[config.mk]
export PLATFORM = sky130hd
export DESIGN_NAME = vtbb_cfg_regs
export DESIGN_NICKNAME = d
export VERILOG_FILES = /design/src/vtbb_pkg.sv /design/src/vtbb_cfg_regs.sv
export SDC_FILE = /design/constraint.sdc
export NUM_CORES = 1
export LEC_CHECK = 0
export BUFFER_PORTS_ARGS = -buffer_cell sky130_fd_sc_hd__buf_2
export CAP_MARGIN = 20
export CELL_PAD_IN_SITES_DETAIL_PLACEMENT = 0
export CELL_PAD_IN_SITES_GLOBAL_PLACEMENT = 1
export CORE_MARGIN = 2
export CORE_UTILIZATION = 43
export CTS_CLUSTER_SIZE = 25
export DETAILED_ROUTE_END_ITERATION = 8
export PLACE_DENSITY = 0.86
export SETUP_SLACK_MARGIN = 0.4
export SLEW_MARGIN = 20
export SYNTH_ARGS = -nofsm -noshare
export SYNTH_HDL_FRONTEND = slang
export SYNTH_SLANG_ARGS = --single-unit
[constraint.sdc]
create_clock -name clk -period 1.28 [get_ports clk]
set_clock_uncertainty 0.15 [all_clocks]
set_input_delay 0.128 -clock clk [delete_from_list [all_inputs] [get_ports clk]]
set_output_delay 0.128 -clock clk [all_outputs]
set_load 0.1 [all_outputs]
[src/vtbb_pkg.sv]
// Shared types and constants for the vertex transform and bounding box block.
package vtbb_pkg;

    localparam int COORD_W   = 32;
    localparam int CFG_W     = 64;
    localparam int CFG_IDX_W = 3;
    localparam int NUM_REGS  = 6;
    localparam int NUM_ROWS  = 3;
    localparam int NUM_COLS  = 4;
    localparam int NUM_AXES  = 3;
    localparam int PROD_W    = 2 * COORD_W;
    localparam int SUM_W     = PROD_W + 2;

    localparam logic signed [COORD_W-1:0] COORD_MAX = 32'sh7FFF_FFFF;
    localparam logic signed [COORD_W-1:0] COORD_MIN = 32'sh8000_0000;

    typedef logic signed [COORD_W-1:0] coord_t;

    // Axis 0 is x, 1 is y, 2 is z.
    typedef coord_t [NUM_AXES-1:0] point_t;
    typedef coord_t [NUM_COLS-1:0] mat_row_t;
    typedef mat_row_t [NUM_ROWS-1:0] matrix_t;

    typedef enum logic [1:0] {
        KIND_VERTEX = 2'd0,
        KIND_NORMAL = 2'd1,
        KIND_CLEAR  = 2'd2
    } kind_t;

    typedef enum logic [CFG_IDX_W-1:0] {
        REG_ROW0_C01 = 3'd0,
        REG_ROW0_C23 = 3'd1,
        REG_ROW1_C01 = 3'd2,
        REG_ROW1_C23 = 3'd3,
        REG_ROW2_C01 = 3'd4,
        REG_ROW2_C23 = 3'd5
    } reg_idx_t;

    // One transformed item on its way to the box stage.
    typedef struct packed {
        logic   bound;
        logic   clear;
        point_t pt;
    } vtbb_item_t;

endpackage

[src/vtbb_cfg_regs.sv]
// Matrix configuration register file.
module vtbb_cfg_regs
    import vtbb_pkg::*;
#(
    parameter int FRAC_BITS = 16
)
(
    input  logic                 clk,
    input  logic                 rst_n,
    input  logic                 cfg_valid,
    output logic                 cfg_ready,
    input  logic [CFG_IDX_W-1:0] cfg_index,
    input  logic [CFG_W-1:0]     cfg_data,
    output matrix_t              matrix
);

    localparam logic [CFG_W-1:0] ONE_LO = CFG_W'(64'd1 << FRAC_BITS);
    localparam logic [CFG_W-1:0] ONE_HI = ONE_LO << COORD_W;
    localparam logic [CFG_W-1:0] RESET_VALS [NUM_REGS] =
        '{ONE_LO, '0, ONE_HI, '0, '0, ONE_LO};

    logic [CFG_W-1:0]    cfg_reg [NUM_REGS];
    logic [NUM_REGS-1:0] wr_sel;

    assign cfg_ready = 1'b1;

    // Decode the write; unknown indexes drop the write.
    always_comb
    begin
        wr_sel = '0;
        if (cfg_valid)
        begin
            case (reg_idx_t'(cfg_index))
                REG_ROW0_C01: wr_sel = 6'b000001;
                REG_ROW0_C23: wr_sel = 6'b000010;
                REG_ROW1_C01: wr_sel = 6'b000100;
                REG_ROW1_C23: wr_sel = 6'b001000;
                REG_ROW2_C01: wr_sel = 6'b010000;
                REG_ROW2_C23: wr_sel = 6'b100000;
                default:      wr_sel = '0;
            endcase
        end
    end

    always_ff @(posedge clk or negedge rst_n)
    begin
        if (!rst_n)
        begin
            for (int i = 0; i < NUM_REGS; i++)
            begin
                cfg_reg[i] <= RESET_VALS[i];
            end
        end
        else
        begin
            for (int i = 0; i < NUM_REGS; i++)
            begin
                if (wr_sel[i])
                begin
                    cfg_reg[i] <= cfg_data;
                end
            end
        end
    end

    // Even column in the low half, odd column in the high half.
    always_comb
    begin
        for (int r = 0; r < NUM_ROWS; r++)
        begin
            for (int c = 0; c < NUM_COLS; c++)
            begin
                matrix[r][c] = cfg_reg[r * 2 + c / 2][(c % 2) * COORD_W +: COORD_W];
            end
        end
    end

endmodule

==> flow_summary.json <==
{
  "critPathLaunchType": "flip-flop",
  "drc": 0,
  "powerDensity_nw_per_um2": 2410,
  "hp-class": "in2async",
  "cp-end-kind": "primary output",
  "clock_power_share_pct": 16.9,
  "gr-usage-met2_pct": 57.8,
  "reg2regPathDepth": 3,
  "finalWeightedCongestion": 0.836,
  "synth-seq-cells": 384,
  "grt_use_met3_pct": 10.0,
  "slowest_delay_ns": 0.64,
  "dr.pass1.iters": 5,
  "final_net_count": 1732,
  "path_delay_family": "flip-flops",
  "insertion_delay_ns": 0.53,
  "clkSinkCount": 384,
  "cp_num_cells": 1,
  "wl_um": 72700,
  "coreArea_um2": 34600,
  "clock.fmax_ghz": 0.618,
  "cts-root-buf": "clkbuf_16",
  "final_area_um2": 31400,
  "grt_overflow_total": 0,
  "p_total_uw": 75800,
  "outcome": "finished, violations left",
  "synth_nets": 888,
  "combPwrFrac_pct": 55.8,
  "ant_nets": 0,
  "p_leak_uw": 0.0140,
  "post-place-cells": 1771,
  "seq_power_share_pct": 27.3,
  "rsz0062_at_grt": "true",
  "top_usage_layer": "met2",
  "vias": 11726,
  "ir_drop_v": 0.00184,
  "critPathKind": "reg2out",
  "die_h_um": 192,
  "numCtsBuffers": 40,
  "fin_ws_ns": -0.339,
  "min_period_over_period_pct": 127,
  "dieArea_um2": 36800,
  "largest_reg_flops": 384,
  "die_x_um": 192,
  "slowest_stage": "dfstp_4",
  "maxCapViolCount": 0,
  "cell_internal_pwr_uw": 41000,
  "multi_input_area_um2": 5860,
  "synth_cells": 818,
  "area.sequential_um2": 11100,
  "synthDistinctLibCells": 13,
  "avgViaCountPerCell": 5.46,
  "grtUsageTotal_pct": 33.6,
  "dp_hpwl_um": 36100,
  "syn_to_final_growth_pct": 107,
  "clockBufferDepth": 3,
  "ys_warn_count": 0,
  "ys_seq_area_share_pct": 63.4,
  "clk_pin_slew_ns": 0.07,
  "io_buffers": 453,
  "antenna_found_initial": 1,
  "grt_pass1_wl_um": 89500,
  "cp_max_fo": 2,
  "wl_per_cell_um": 33.8,
  "layout_common_cells": "buf_12, mux2_4, dfrtp_4",
  "tritoncts": "done",
  "use_met1_pct": 40.3,
  "layout_commonest_cell": "buf_12",
  "syn_avg_cell_area_um2": 18.5,
  "switching_power_uw": 34700,
  "first_iter_violations": 773,
  "final_cells": 2148,
  "dpl_cell_area_um2": 26500,
  "crit_chain": "buf_12",
  "placementRows": 68,
  "power_switching_share_pct": 45.8,
  "fillers": 946,
  "crit_required_ns": 1.00,
  "finalMaxSlewViolations": 0,
  "violations": "negative setup slack",
  "start_util_pct": 43.8,
  "drive_above_1_share_pct": 95.3,
  "fin_crit_ns": 1.62,
  "critPathArrivalTime_ns": 1.34,
  "grt_start_max_net_pins": 62,
  "finish.utilization_pct": 90.8,
  "cts_max_level": 2,
  "finalHoldViolCount": 0,
  "grt_pass1_vias": 12461,
  "cp_num_buf_inv": 1,
  "syn_area_um2": 15200,
  "ios": 455,
  "setup_violations": 390
}
power groups by stage:
stage                     clock network [µW]  logic, µW  registers [µW]
after floorplan                            0       4120           38400
after global placement                     0      37100           20000
after detailed placement                   0      37600           20200
after CTS                              12400      39400           20100
after global routing                   13300      42900           20800
final                                  12800      42300           20700
layer usage:
| layer | share of wire [%] | wire length, µm |
|---|---|---|
| met4 | 4.5 | 3240 |
| met5 | 0 | 0 |
| met2 | 51 | 37100 |
| met1 | 36 | 26400 |
| met3 | 8.2 | 5970 |
area by class of cell:
cell class,instances,share of cell area (%)
timing repair buffer,845,40.0
sequential,384,35.2
multi-input combinational,391,18.6
clock buffer,59,3.83
tap,455,1.81
clock inverter,13,0.565
antenna,1,0.00796
final timing paths:
kind / start / to / slack, ns
setup / recovery: matrix[176]$_DFFE_PN1P_ / matrix[176] / -0.34
setup reg to reg: matrix[286]$_DFFE_PN0P_ / matrix[286]$_DFFE_PN0P_ / -0.04
max in group asynchronous: rst_n / matrix[134]$_DFFE_PN0P_ / 0.10
hold / removal: rst_n / matrix[239]$_DFFE_PN0P_ / 0.08
hold reg to reg: matrix[245]$_DFFE_PN0P_ / matrix[245]$_DFFE_PN0P_ / 0.45
min in group clk: cfg_index[0] / matrix[322]$_DFFE_PN0P_ / 0.08
cell usage after synthesis:
| cell type | count | area share, % |
|---|---|---|
| mux2_4 | 180 | 18 |
| dfstp_2 | 3 | 0.52 |
| conb_1 | 1 | 0.025 |
| nand4b_1 | 2 | 0.12 |
| buf_6 | 21 | 1.6 |
| mux2_1 | 196 | 15 |
| buf_12 | 6 | 0.79 |
| mux2_2 | 8 | 0.59 |
| dfrtp_1 | 381 | 63 |
| nor4b_2 | 1 | 0.099 |
| buf_4 | 14 | 0.69 |
| buf_2 | 2 | 0.066 |
| and4bb_1 | 3 | 0.25 |
kinds of logic (layout without fill, tap and decap cells):
logic type / count (synthesis) / count (layout) / synth area share [%]
muxes: 384 / 384 / 33.0
DFF: 384 / 384 / 63.4
other: 1 / 2 / 0.0247
and+or+nand+nor: 6 / 6 / 0.462
buffers and inverters: 43 / 917 / 3.11
through the flow:
step | worst slack (ns) | TNS [ns] | hold WS, ns
final | -0.339 | -80.33 | 0.0766
after global routing | -0.366 | -88.16 | 0.0711
after CTS | -0.353 | -81.95 | -0.582
after detailed placement | -0.345 | -96.87 | -0.140
after global placement | -0.323 | -86.81 | -0.147
after floorplan | -0.0496 | -6.57 | -0.318
what timing repair did:
action,CTS,global route
endpoints found under the hold margin,768,345
resized for setup,111,140
endpoints found under the setup margin,768,778
pin swaps,2,1
cloned,4,0
hold buffers,70,2
setup buffers,97,132
No activity file was read; power rests on OpenSTA's default activity.
